==> src/hdl/hsvrgb_pkg.sv <==
// constants, types and sector codes for the hsv to rgb pixel pipeline
// no dependencies; used by hsvrgb_skid and hsv_to_rgb_pixel_unit
package hsvrgb_pkg;

    localparam int HUE_W   = 16;
    localparam int LEVEL_W = 17;
    localparam int CHAN_W  = 8;
    localparam int REM_W   = 12;
    localparam int FRAC_W  = 16;
    localparam int SECT_W  = 3;

    localparam int IN_W      = HUE_W + 2 * LEVEL_W;
    localparam int IN_BYTE_W = ((IN_W + 7) / 8) * 8;
    localparam int PIXEL_W   = 3 * CHAN_W;

    localparam logic [LEVEL_W-1:0] ONE_Q16     = 17'd65536;
    localparam logic [HUE_W-1:0]   FULL_TURN   = 16'd23040;
    localparam logic [HUE_W-1:0]   SECTOR_SPAN = 16'd3840;

    // floor(x * 256 / 15) as (x * FRAC_RECIP) >> FRAC_SHIFT, exact for x < 3840
    localparam int                 FRAC_RECIP_W = 21;
    localparam logic [FRAC_RECIP_W-1:0] FRAC_RECIP = 21'd1118482;
    localparam int                 FRAC_SHIFT   = 16;

    // 255.999 in q8.16
    localparam int                 SCALE_W       = 24;
    localparam logic [SCALE_W-1:0] CHANNEL_SCALE = 24'd16777150;
    localparam int                 CHAN_SHIFT    = 32;

    localparam logic [SECT_W-1:0] SECTOR_RED_YELLOW    = 3'd0;
    localparam logic [SECT_W-1:0] SECTOR_YELLOW_GREEN  = 3'd1;
    localparam logic [SECT_W-1:0] SECTOR_GREEN_CYAN    = 3'd2;
    localparam logic [SECT_W-1:0] SECTOR_CYAN_BLUE     = 3'd3;
    localparam logic [SECT_W-1:0] SECTOR_BLUE_MAGENTA  = 3'd4;
    localparam logic [SECT_W-1:0] SECTOR_MAGENTA_RED   = 3'd5;

    typedef struct packed {
        logic [CHAN_W-1:0] blue;
        logic [CHAN_W-1:0] green;
        logic [CHAN_W-1:0] red;
    } pixel_t;

endpackage

==> src/hdl/hsvrgb_skid.sv <==
// two-entry output skid buffer: registered ready towards the pipeline
// depends on hsvrgb_pkg for the default width
module hsvrgb_skid #(
    parameter int WIDTH = hsvrgb_pkg::PIXEL_W
) (
    input  logic             clk,
    input  logic             rst_n,
    input  logic             in_valid,
    output logic             in_ready,
    input  logic [WIDTH-1:0] in_data,
    output logic             out_valid,
    input  logic             out_ready,
    output logic [WIDTH-1:0] out_data
);

    logic             out_valid_reg;
    logic             skid_valid_reg;
    logic [WIDTH-1:0] out_data_reg;
    logic [WIDTH-1:0] skid_data_reg;
    logic             accept;

    assign in_ready  = !skid_valid_reg;
    assign accept    = in_valid && !skid_valid_reg;
    assign out_valid = out_valid_reg;
    assign out_data  = out_data_reg;

    always_ff @(posedge clk or negedge rst_n)
    begin
        if (!rst_n)
        begin
            out_valid_reg  <= 1'b0;
            skid_valid_reg <= 1'b0;
        end
        else if (!out_valid_reg || out_ready)
        begin
            if (skid_valid_reg)
            begin
                out_valid_reg  <= 1'b1;
                skid_valid_reg <= 1'b0;
            end
            else
            begin
                out_valid_reg <= accept;
            end
        end
        else if (accept)
        begin
            skid_valid_reg <= 1'b1;
        end
    end

    always_ff @(posedge clk)
    begin
        if (!out_valid_reg || out_ready)
        begin
            out_data_reg <= skid_valid_reg ? skid_data_reg : in_data;
        end
        else if (accept)
        begin
            skid_data_reg <= in_data;
        end
    end

endmodule

==> src/hdl/hsv_to_rgb_pixel_unit.sv <==
// hsv to rgb pixel converter: top level, six-stage pipeline and output skid buffer
// depends on hsvrgb_pkg and hsvrgb_skid
//
// One pixel per clock while the output side is ready: a beat can be taken every cycle
// and its result moves through the stage registers in order and then on to the output
// register of the skid buffer. The stages are hue range check and sector split,
// fraction and p product, the two saturation products, the q and t products,
// channel selection and the final scale to 8 bits; no stage has more than one
// multiplier in series.
// When the output is held off the whole pipeline stops as one, and two results are
// kept in the skid buffer so no beat is lost; zero saturation falls out as grey.
module hsv_to_rgb_pixel_unit (
    input  logic                              clk,
    input  logic                              rst_n,
    input  logic                              s_axis_tvalid,
    output logic                              s_axis_tready,
    // hue[15:0], saturation[32:16], brightness[49:33], zero fill up to bit 55
    input  logic [hsvrgb_pkg::IN_BYTE_W-1:0]  s_axis_tdata,
    output logic                              m_axis_tvalid,
    input  logic                              m_axis_tready,
    // red[7:0], green[15:8], blue[23:16]
    output logic [hsvrgb_pkg::PIXEL_W-1:0]    m_axis_tdata
);

    localparam int LW = hsvrgb_pkg::LEVEL_W;
    localparam int NSTAGE = 6;

    logic              en;
    logic              skid_ready;
    logic [NSTAGE-1:0] vld_reg;

    // stage 1
    logic [hsvrgb_pkg::HUE_W-1:0]  hue_in;
    logic [LW-1:0]                 sat_in;
    logic [LW-1:0]                 val_in;
    logic [hsvrgb_pkg::HUE_W-1:0]  hue_wrap;
    logic [hsvrgb_pkg::SECT_W-1:0] sect_next;
    logic [hsvrgb_pkg::HUE_W-1:0]  base_next;
    logic [hsvrgb_pkg::HUE_W-1:0]  rem_full;
    logic [hsvrgb_pkg::SECT_W-1:0] sect1_reg;
    logic [hsvrgb_pkg::REM_W-1:0]  rem1_reg;
    logic [LW-1:0]                 sat1_reg;
    logic [LW-1:0]                 val1_reg;

    // stage 2
    logic [hsvrgb_pkg::REM_W+hsvrgb_pkg::FRAC_RECIP_W-1:0] frac_prod;
    logic [2*LW-1:0]               p_prod;
    logic [hsvrgb_pkg::FRAC_W-1:0] frac2_reg;
    logic [LW-1:0]                 p2_reg;
    logic [hsvrgb_pkg::SECT_W-1:0] sect2_reg;
    logic [LW-1:0]                 sat2_reg;
    logic [LW-1:0]                 val2_reg;

    // stage 3
    logic [LW+hsvrgb_pkg::FRAC_W-1:0] sf_prod;
    logic [2*LW-1:0]               st_prod;
    logic [LW-1:0]                 sf3_reg;
    logic [LW-1:0]                 st3_reg;
    logic [LW-1:0]                 p3_reg;
    logic [hsvrgb_pkg::SECT_W-1:0] sect3_reg;
    logic [LW-1:0]                 val3_reg;

    // stage 4
    logic [2*LW-1:0]               q_prod;
    logic [2*LW-1:0]               t_prod;
    logic [LW-1:0]                 q4_reg;
    logic [LW-1:0]                 t4_reg;
    logic [LW-1:0]                 p4_reg;
    logic [hsvrgb_pkg::SECT_W-1:0] sect4_reg;
    logic [LW-1:0]                 val4_reg;

    // stage 5
    logic [LW-1:0] r_next;
    logic [LW-1:0] g_next;
    logic [LW-1:0] b_next;
    logic [LW-1:0] r5_reg;
    logic [LW-1:0] g5_reg;
    logic [LW-1:0] b5_reg;

    // stage 6
    logic [LW+hsvrgb_pkg::SCALE_W-1:0] r_prod;
    logic [LW+hsvrgb_pkg::SCALE_W-1:0] g_prod;
    logic [LW+hsvrgb_pkg::SCALE_W-1:0] b_prod;
    hsvrgb_pkg::pixel_t                pix6_reg;

    assign en            = skid_ready || !vld_reg[NSTAGE-1];
    assign s_axis_tready = en;

    always_ff @(posedge clk or negedge rst_n)
    begin
        if (!rst_n)
        begin
            vld_reg <= '0;
        end
        else if (en)
        begin
            vld_reg <= {vld_reg[NSTAGE-2:0], s_axis_tvalid};
        end
    end

    // stage 1: clamp levels, zero an out-of-range hue, split into sector and remainder
    assign hue_in = s_axis_tdata[hsvrgb_pkg::HUE_W-1:0];
    assign sat_in = s_axis_tdata[hsvrgb_pkg::HUE_W +: LW];
    assign val_in = s_axis_tdata[hsvrgb_pkg::HUE_W+LW +: LW];

    always_comb
    begin
        hue_wrap = (hue_in >= hsvrgb_pkg::FULL_TURN) ? '0 : hue_in;
        if (hue_wrap >= 5 * hsvrgb_pkg::SECTOR_SPAN)
        begin
            sect_next = hsvrgb_pkg::SECTOR_MAGENTA_RED;
            base_next = 16'(5 * hsvrgb_pkg::SECTOR_SPAN);
        end
        else if (hue_wrap >= 4 * hsvrgb_pkg::SECTOR_SPAN)
        begin
            sect_next = hsvrgb_pkg::SECTOR_BLUE_MAGENTA;
            base_next = 16'(4 * hsvrgb_pkg::SECTOR_SPAN);
        end
        else if (hue_wrap >= 3 * hsvrgb_pkg::SECTOR_SPAN)
        begin
            sect_next = hsvrgb_pkg::SECTOR_CYAN_BLUE;
            base_next = 16'(3 * hsvrgb_pkg::SECTOR_SPAN);
        end
        else if (hue_wrap >= 2 * hsvrgb_pkg::SECTOR_SPAN)
        begin
            sect_next = hsvrgb_pkg::SECTOR_GREEN_CYAN;
            base_next = 16'(2 * hsvrgb_pkg::SECTOR_SPAN);
        end
        else if (hue_wrap >= hsvrgb_pkg::SECTOR_SPAN)
        begin
            sect_next = hsvrgb_pkg::SECTOR_YELLOW_GREEN;
            base_next = hsvrgb_pkg::SECTOR_SPAN;
        end
        else
        begin
            sect_next = hsvrgb_pkg::SECTOR_RED_YELLOW;
            base_next = '0;
        end
        rem_full = hue_wrap - base_next;
    end

    always_ff @(posedge clk)
    begin
        if (en)
        begin
            sect1_reg <= sect_next;
            rem1_reg  <= rem_full[hsvrgb_pkg::REM_W-1:0];
            sat1_reg  <= (sat_in > hsvrgb_pkg::ONE_Q16) ? hsvrgb_pkg::ONE_Q16 : sat_in;
            val1_reg  <= (val_in > hsvrgb_pkg::ONE_Q16) ? hsvrgb_pkg::ONE_Q16 : val_in;
        end
    end

    // stage 2: fraction within the sector and p
    assign frac_prod = rem1_reg * hsvrgb_pkg::FRAC_RECIP;
    assign p_prod    = val1_reg * (hsvrgb_pkg::ONE_Q16 - sat1_reg);

    always_ff @(posedge clk)
    begin
        if (en)
        begin
            frac2_reg <= frac_prod[hsvrgb_pkg::FRAC_SHIFT +: hsvrgb_pkg::FRAC_W];
            p2_reg    <= p_prod[16 +: LW];
            sect2_reg <= sect1_reg;
            sat2_reg  <= sat1_reg;
            val2_reg  <= val1_reg;
        end
    end

    // stage 3: saturation scaled by fraction and by its complement
    assign sf_prod = sat2_reg * frac2_reg;
    assign st_prod = sat2_reg * (hsvrgb_pkg::ONE_Q16 - {1'b0, frac2_reg});

    always_ff @(posedge clk)
    begin
        if (en)
        begin
            sf3_reg   <= sf_prod[16 +: LW];
            st3_reg   <= st_prod[16 +: LW];
            p3_reg    <= p2_reg;
            sect3_reg <= sect2_reg;
            val3_reg  <= val2_reg;
        end
    end

    // stage 4: q and t
    assign q_prod = val3_reg * (hsvrgb_pkg::ONE_Q16 - sf3_reg);
    assign t_prod = val3_reg * (hsvrgb_pkg::ONE_Q16 - st3_reg);

    always_ff @(posedge clk)
    begin
        if (en)
        begin
            q4_reg    <= q_prod[16 +: LW];
            t4_reg    <= t_prod[16 +: LW];
            p4_reg    <= p3_reg;
            sect4_reg <= sect3_reg;
            val4_reg  <= val3_reg;
        end
    end

    // stage 5: pick levels per sector
    always_comb
    begin
        case (sect4_reg)
            hsvrgb_pkg::SECTOR_RED_YELLOW:
            begin
                r_next = val4_reg; g_next = t4_reg;   b_next = p4_reg;
            end
            hsvrgb_pkg::SECTOR_YELLOW_GREEN:
            begin
                r_next = q4_reg;   g_next = val4_reg; b_next = p4_reg;
            end
            hsvrgb_pkg::SECTOR_GREEN_CYAN:
            begin
                r_next = p4_reg;   g_next = val4_reg; b_next = t4_reg;
            end
            hsvrgb_pkg::SECTOR_CYAN_BLUE:
            begin
                r_next = p4_reg;   g_next = q4_reg;   b_next = val4_reg;
            end
            hsvrgb_pkg::SECTOR_BLUE_MAGENTA:
            begin
                r_next = t4_reg;   g_next = p4_reg;   b_next = val4_reg;
            end
            default:
            begin
                r_next = val4_reg; g_next = p4_reg;   b_next = q4_reg;
            end
        endcase
    end

    always_ff @(posedge clk)
    begin
        if (en)
        begin
            r5_reg <= r_next;
            g5_reg <= g_next;
            b5_reg <= b_next;
        end
    end

    // stage 6: scale each level to 8 bits
    assign r_prod = r5_reg * hsvrgb_pkg::CHANNEL_SCALE;
    assign g_prod = g5_reg * hsvrgb_pkg::CHANNEL_SCALE;
    assign b_prod = b5_reg * hsvrgb_pkg::CHANNEL_SCALE;

    always_ff @(posedge clk)
    begin
        if (en)
        begin
            pix6_reg.red   <= r_prod[hsvrgb_pkg::CHAN_SHIFT +: hsvrgb_pkg::CHAN_W];
            pix6_reg.green <= g_prod[hsvrgb_pkg::CHAN_SHIFT +: hsvrgb_pkg::CHAN_W];
            pix6_reg.blue  <= b_prod[hsvrgb_pkg::CHAN_SHIFT +: hsvrgb_pkg::CHAN_W];
        end
    end

    hsvrgb_skid #(
        .WIDTH (hsvrgb_pkg::PIXEL_W)
    ) u_skid (
        .clk       (clk),
        .rst_n     (rst_n),
        .in_valid  (vld_reg[NSTAGE-1]),
        .in_ready  (skid_ready),
        .in_data   (pix6_reg),
        .out_valid (m_axis_tvalid),
        .out_ready (m_axis_tready),
        .out_data  (m_axis_tdata)
    );

    // a frozen pipeline keeps its valid bits
    a_stall_holds: assert property (@(posedge clk) disable iff (!rst_n)
        !en |=> $stable(vld_reg))
        else $error("pipeline valid bits moved during a stall");

    // sector split stays in range
    a_sector_range: assert property (@(posedge clk) disable iff (!rst_n)
        vld_reg[0] |-> (sect1_reg <= hsvrgb_pkg::SECTOR_MAGENTA_RED)
                       && (rem1_reg < hsvrgb_pkg::SECTOR_SPAN))
        else $error("sector or remainder out of range");

    // q, t and p never exceed the value level
    a_level_bound: assert property (@(posedge clk) disable iff (!rst_n)
        vld_reg[3] |-> (q4_reg <= val4_reg) && (t4_reg <= val4_reg)
                       && (p4_reg <= val4_reg))
        else $error("derived level above value");

    // a valid result waiting at stage six is never dropped
    a_no_drop: assert property (@(posedge clk) disable iff (!rst_n)
        vld_reg[NSTAGE-1] && !skid_ready |=> vld_reg[NSTAGE-1])
        else $error("result lost at pipeline exit");

endmodule

==> config.mk <==
export PLATFORM = sky130hd
export DESIGN_NAME = hsv_to_rgb_pixel_unit
export DESIGN_NICKNAME = d
export VERILOG_FILES = /design/src/hdl/hsvrgb_pkg.sv /design/src/hdl/hsvrgb_skid.sv /design/src/hdl/hsv_to_rgb_pixel_unit.sv
export SDC_FILE = /design/constraint.sdc
export NUM_CORES = 2
export LEC_CHECK = 0
export ABC_AREA = 1
export ABC_CLOCK_PERIOD_IN_PS = 27200
export BUFFER_PORTS_ARGS = -buffer_cell sky130_fd_sc_hd__buf_2
export CAP_MARGIN = 0
export CORE_UTILIZATION = 35
export CTS_BUF_LIST = sky130_fd_sc_hd__clkbuf_4 sky130_fd_sc_hd__clkbuf_8
export DETAILED_ROUTE_END_ITERATION = 7
export REMOVE_ABC_BUFFERS = 1
export SLEW_MARGIN = 20
export SYNTH_ARGS = -nofsm -noshare
export SYNTH_HDL_FRONTEND = slang
export SYNTH_HIERARCHICAL = 1
export SYNTH_SLANG_ARGS = --single-unit
==> constraint.sdc <==
create_clock -name clk -period 27.2 [get_ports clk]
set_input_delay 2.72 -clock clk [delete_from_list [all_inputs] [get_ports clk]]
set_output_delay 2.72 -clock clk [all_outputs]
set_load 0.05 [all_outputs]
* Yosys cells after proc, flatten, opt, wreduce, memory -nomap -nowiden
Cells that the tools add are included.
** Storage, ports and cells
- Bits in registers :: 392
- Logic and storage cells :: 89
** Cells by class
- $add $sub $neg :: 5
- $mul :: 9
- $lt $le $gt $ge :: 8
- Eq/ne operators :: 4
- Muxes and demuxes :: 17
- Bitwise operators :: 1
- Reductions and logical operators :: 14
** Operators with widths (number)
- $pmux 17 s3 :: 3
- $mul 18x18->33 :: 4
- $mul 17x23->39 const B :: 3
- $mux 12 :: 5
- $sub 17x17->18 const A :: 3
- $gt 17x17->1 const B :: 2
- $mul 17x16->33 :: 1
- $ge 16x14->1 const B :: 2
- $ge 16x15->1 const B :: 2
- $mul 12x20->31 const B :: 1
- $mux 24 :: 1
- $sub 17x16->18 const A :: 1
- $ge 16x12->1 const B :: 1
- $ge 16x13->1 const B :: 1
- $mux 16 :: 1
- $sub 12x12->12 :: 1
- $reduce_or 2->1 :: 5
- $eq 3x2->1 const B :: 2
- $mux 1 :: 5
- $mux 2 :: 2
- $eq 3x1->1 const B :: 1
- $eq 3x3->1 const B :: 1
- $logic_not 1->1 :: 3
- $logic_not 3->1 :: 1
- other kinds (5) :: 6

* Depth between registers and ports, before layout
- Depth after elaboration :: 9
- Mapped depth :: 38
- Mapped depth without buffers :: 36

* By module
The synthesis kept the hierarchy.
** By module, submodules not included
- hsv_to_rgb_pixel_unit :: instances 1, cells an instance 10277, area an instance 85195.5 um^2, sequential area each 10239.8 um^2
- hsvrgb_skid :: instances 1, cells an instance 135, area an instance 1868.0 um^2, sequential area each 1491.4 um^2

* Least setup slack after synthesis
No wires, ideal clock.
- Kind :: reg-to-output
- From :: reg u_skid.skid_valid_reg
- To :: out s_axis_tready
- Arrival :: 10433 ps
- Slack :: 14047 ps
- Cell stages (with the launch flop) :: 7
- Buffers on the path :: 3
- Path through :: dfrtp_1 > buf_6 > inv_8 > buf_8 > inv_1 > nand2_1 > clkbuf_1
** On the way
- Longest elaborated chain between the ends :: 2
** Ends and longest elaborated chain
- from (decl) :: line hsvrgb_skid.sv:17 : logic skid_valid_reg;
- from (signal assigned) :: line hsvrgb_skid.sv:32 : skid_valid_reg <= 1'b0;
- from (signal assigned) :: line hsvrgb_skid.sv:39 : skid_valid_reg <= 1'b0;
- from (signal assigned) :: line hsvrgb_skid.sv:48 : skid_valid_reg <= 1'b1;
- $logic_not 1->1 :: line hsvrgb_skid.sv:22 : assign in_ready = !skid_valid_reg;
- net skid_ready :: line hsv_to_rgb_pixel_unit.sv:29 : logic skid_ready;
- $logic_or 1x1->1 :: line hsv_to_rgb_pixel_unit.sv:86 : assign en = skid_ready || !vld_reg[NSTAGE-1];
- to (decl) :: line hsv_to_rgb_pixel_unit.sv:16 : output logic s_axis_tready,
The timed path passes the listed nets, and every way through them passes these cells.

* Worst setup path after layout
- From :: reg sf3_reg[0]
- To :: reg q4_reg[12], data pin
** On the way
- Longest elaborated chain between the ends :: 2
** Ends and longest elaborated chain
- from (decl) :: line hsv_to_rgb_pixel_unit.sv:57 : logic [LW-1:0] sf3_reg;
- from (signal assigned) :: line hsv_to_rgb_pixel_unit.sv:177 : sf3_reg <= sf_prod[16 +: LW];
- $sub 17x17->18 :: line hsv_to_rgb_pixel_unit.sv:186 : assign q_prod = val3_reg * (hsvrgb_pkg::ONE_Q16 - sf3_reg);
- $mul 18x18->33 :: line hsv_to_rgb_pixel_unit.sv:186
- net q_prod[28] :: line hsv_to_rgb_pixel_unit.sv:64 : logic [2*LW-1:0] q_prod;
- to (signal assigned) :: line hsv_to_rgb_pixel_unit.sv:193 : q4_reg <= q_prod[16 +: LW];
- to (decl) :: line hsv_to_rgb_pixel_unit.sv:66 : logic [LW-1:0] q4_reg;
The timed path passes the listed nets, and every way through them passes these cells.
A chain may end at the register's enable or synchronous reset.

==> metrics.txt <==
Top Family by Delay on Critical Path=adder cells; vias in the first global route=67,934; Core ar.=0.247 mm2; Unique masters post-synth=61; Util after Layout=37.5%; Syn Inst Count=10,412; unrepaired setup endpoints after global routing=false; post-CTS sizing=0; post-route DRC violation count=0; Num CTS Buffers=72; maximum single-stage delay on the critical path=710 ps; Max Slew Vio Count=0; DRT antenna net count=0; first-pass GRT wire length=374 mm; Initial Util=35.3%; CP Launch Type=register; FP Rows=182; TritonCTS clock tree=done; CP dominant cell by count=inv_1; CTS Buffer Depth=3; IO Count=86; Critical Path Sink Type=register; largest area contributor in the netlist=fa_1; Setup Viol. Count Final=0; pin count of the biggest net entering global routing=147; Final TNS setup=0 ps; Period minus WS final=7810 ps; H-tree Lvls=3; Post-Synth Adder-Cell Area=51.0%; antenna violations before repair=5; wire length per cell=16.8 um; Post-Synth Simple-Gate Area=16.6%; Nets=13,009; peak fanout along the critical path=17; post-synthesis sequential area ratio=13.5%; drt initial violations=4,499; final wirelength=231 mm; post-synthesis async set-or-reset flop share=2.04%; critical path class=reg2reg; Worst-Margin Slew=1090 ps; mean post-synth cell area=8.36 um2; mux share of post-synthesis cell area=0%; setup bufs post-CTS=0; Overall Global Routing Usage=18.9%; Critical Path RT=27,730 ps; chip width=501 um; top_reg_cell synth=edfxtp_1; Synth warnings=6; hpwl dp=187 mm; Hold Buf Count CTS=0; clock latency on the worst-skew pair=800 ps; layout cells sized above 1=3.15%; slowest CP cell=edfxtp_1; GP Congestion=0.920; die height=501 um; WHS=385 ps; max cap viols=0; largest family of logic cells by synthesized area=adder cells; flops & latches, synth=392; Final Hold Vio Count=0; first-pass detailed-route iteration total=6; vias=65,528; Worst-path clk slew=60 ps; number of flops mapped to enable cells by yosys=384; period utilization=28.7%; Worst EP arrival=8340 ps; Post-Syn Area=0.0871 mm2; Max Clk Rate=128 MHz; Clock Skew=47.7 ps; # fillers=25,364; clk sinks=392; relative slew slack=27.3%; Vias/cell=4.77; commonest non-fill, non-tap cell in the layout=inv_1; Worst Hold Class=reg2reg; area fraction of the dominant cell type after synthesis=37.7%; Synth Area in XOR/XNOR=0.936%; clock root cell=clkbuf_8; total gr overflow=0; R2R setup slack=19,390 ps; I/O Buffers=79; crit path buf inv count=8; most frequent cells in the layout=2,809 x inv_1, 2,206 x nand2_1, 1,641 x fa_1, 926 x ha_1, 888 x nor2_1; status=finished clean; Layout area overhead=6.32%; die area=0.251 mm2; Synth area leaders=fa_1 38%, ha_1 13%, edfxtp_1 13%, inv_1 12%, nand2_1 9.5%; post-synthesis compound-gate area fraction=4.42%
-- cell type report --
type	count	area (um2)	share of cell area (%)
Sequential cell	392	11700	12.7
Multi-Input combinational cell	6930	63600	68.7
Timing Repair Buffer	150	941	1.02
Clock inverter	37	385	0.416
Tap cell	3312	4140	4.48
Clock buffer	91	1130	1.22
Inverter	2836	10700	11.5
Antenna cell	1	2.50	0.00270
-- cell usage after synthesis, types with 7 or more instances --
cell / number
o21a_1: 21
a21o_1: 40
o21bai_1: 32
o2111ai_1: 15
nand4_1: 56
clkinv_1: 16
or2_2: 11
ha_1: 926
buf_1: 22
buf_2: 30
clkbuf_1: 182
a21boi_0: 13
nand3b_1: 8
a31oi_1: 31
nor2_2: 7
nand3_1: 270
o21ai_0: 184
nor4_1: 38
xor2_1: 62
buf_6: 12
dfrtp_1: 8
o211ai_1: 8
o22ai_1: 15
nand2_1: 2207
edfxtp_1: 384
inv_2: 9
inv_1: 2809
nor2_1: 890
buf_4: 7
xnor2_1: 31
a22oi_1: 15
a21oi_1: 268
fa_1: 1641
nor3_1: 72
nand2_2: 13
-- path summary, 6_finish.rpt --
| check | startpoint | end | cells past startpoint |
|---|---|---|---|
| setup / recovery | sf3_reg[0] | q4_reg[12] | 28 |
| hold / removal | p2_reg[14] | p3_reg[14] | 0 |
| setup reg to reg | sf3_reg[0] | q4_reg[12] | 28 |
| hold reg to reg | p2_reg[14] | p3_reg[14] | 0 |
| max in group asynchronous | rst_n | u_skid/out_valid | 1 |
| min in group asynchronous | rst_n | vld_reg[0] | 1 |
-- logic make-up (layout without fill, tap and decap cells) --
group,count (synthesis),in the layout
simple gates,3603,3603
buf+inv,3090,3114
fa+ha+maj,2567,2567
compound gates,667,667
flops,392,392
xor+xnor,93,93
other cells,0,1
-- layer usage --
metal	GRT usage [%]	vias up	share of wire, %
met5	0	-	0.0087
met3	2.63	358	6.7
li1	-	30926	-
met2	30.8	2091	45
met4	5.25	2	3.0
met1	26.3	32151	45
-- through the flow --
step | cell area [um2] | worst slack (ps) | instances
after floorplan | 85900 | 15950 | 10158
after global placement | 91000 | 19550 | 13620
after detailed placement | 91000 | 19490 | 13620
after CTS | 92600 | 19460 | 13748
after global routing | 92600 | 18930 | 13749
final | 92600 | 19390 | 13749
-- worst reg2reg max path: cells and delay by family (launching register included) --
family	cells	cell delay, ps
adder cells (fa/ha/maj)	8	3670
AND/OR/NAND/NOR	10	1830
buffers and inverters	8	920
flip-flops	1	710
AO/OA/AOI/OAI	2	390
Power is not shown: default switching activity piles up to over one toggle a cycle in this logic, so the estimate is an artifact.
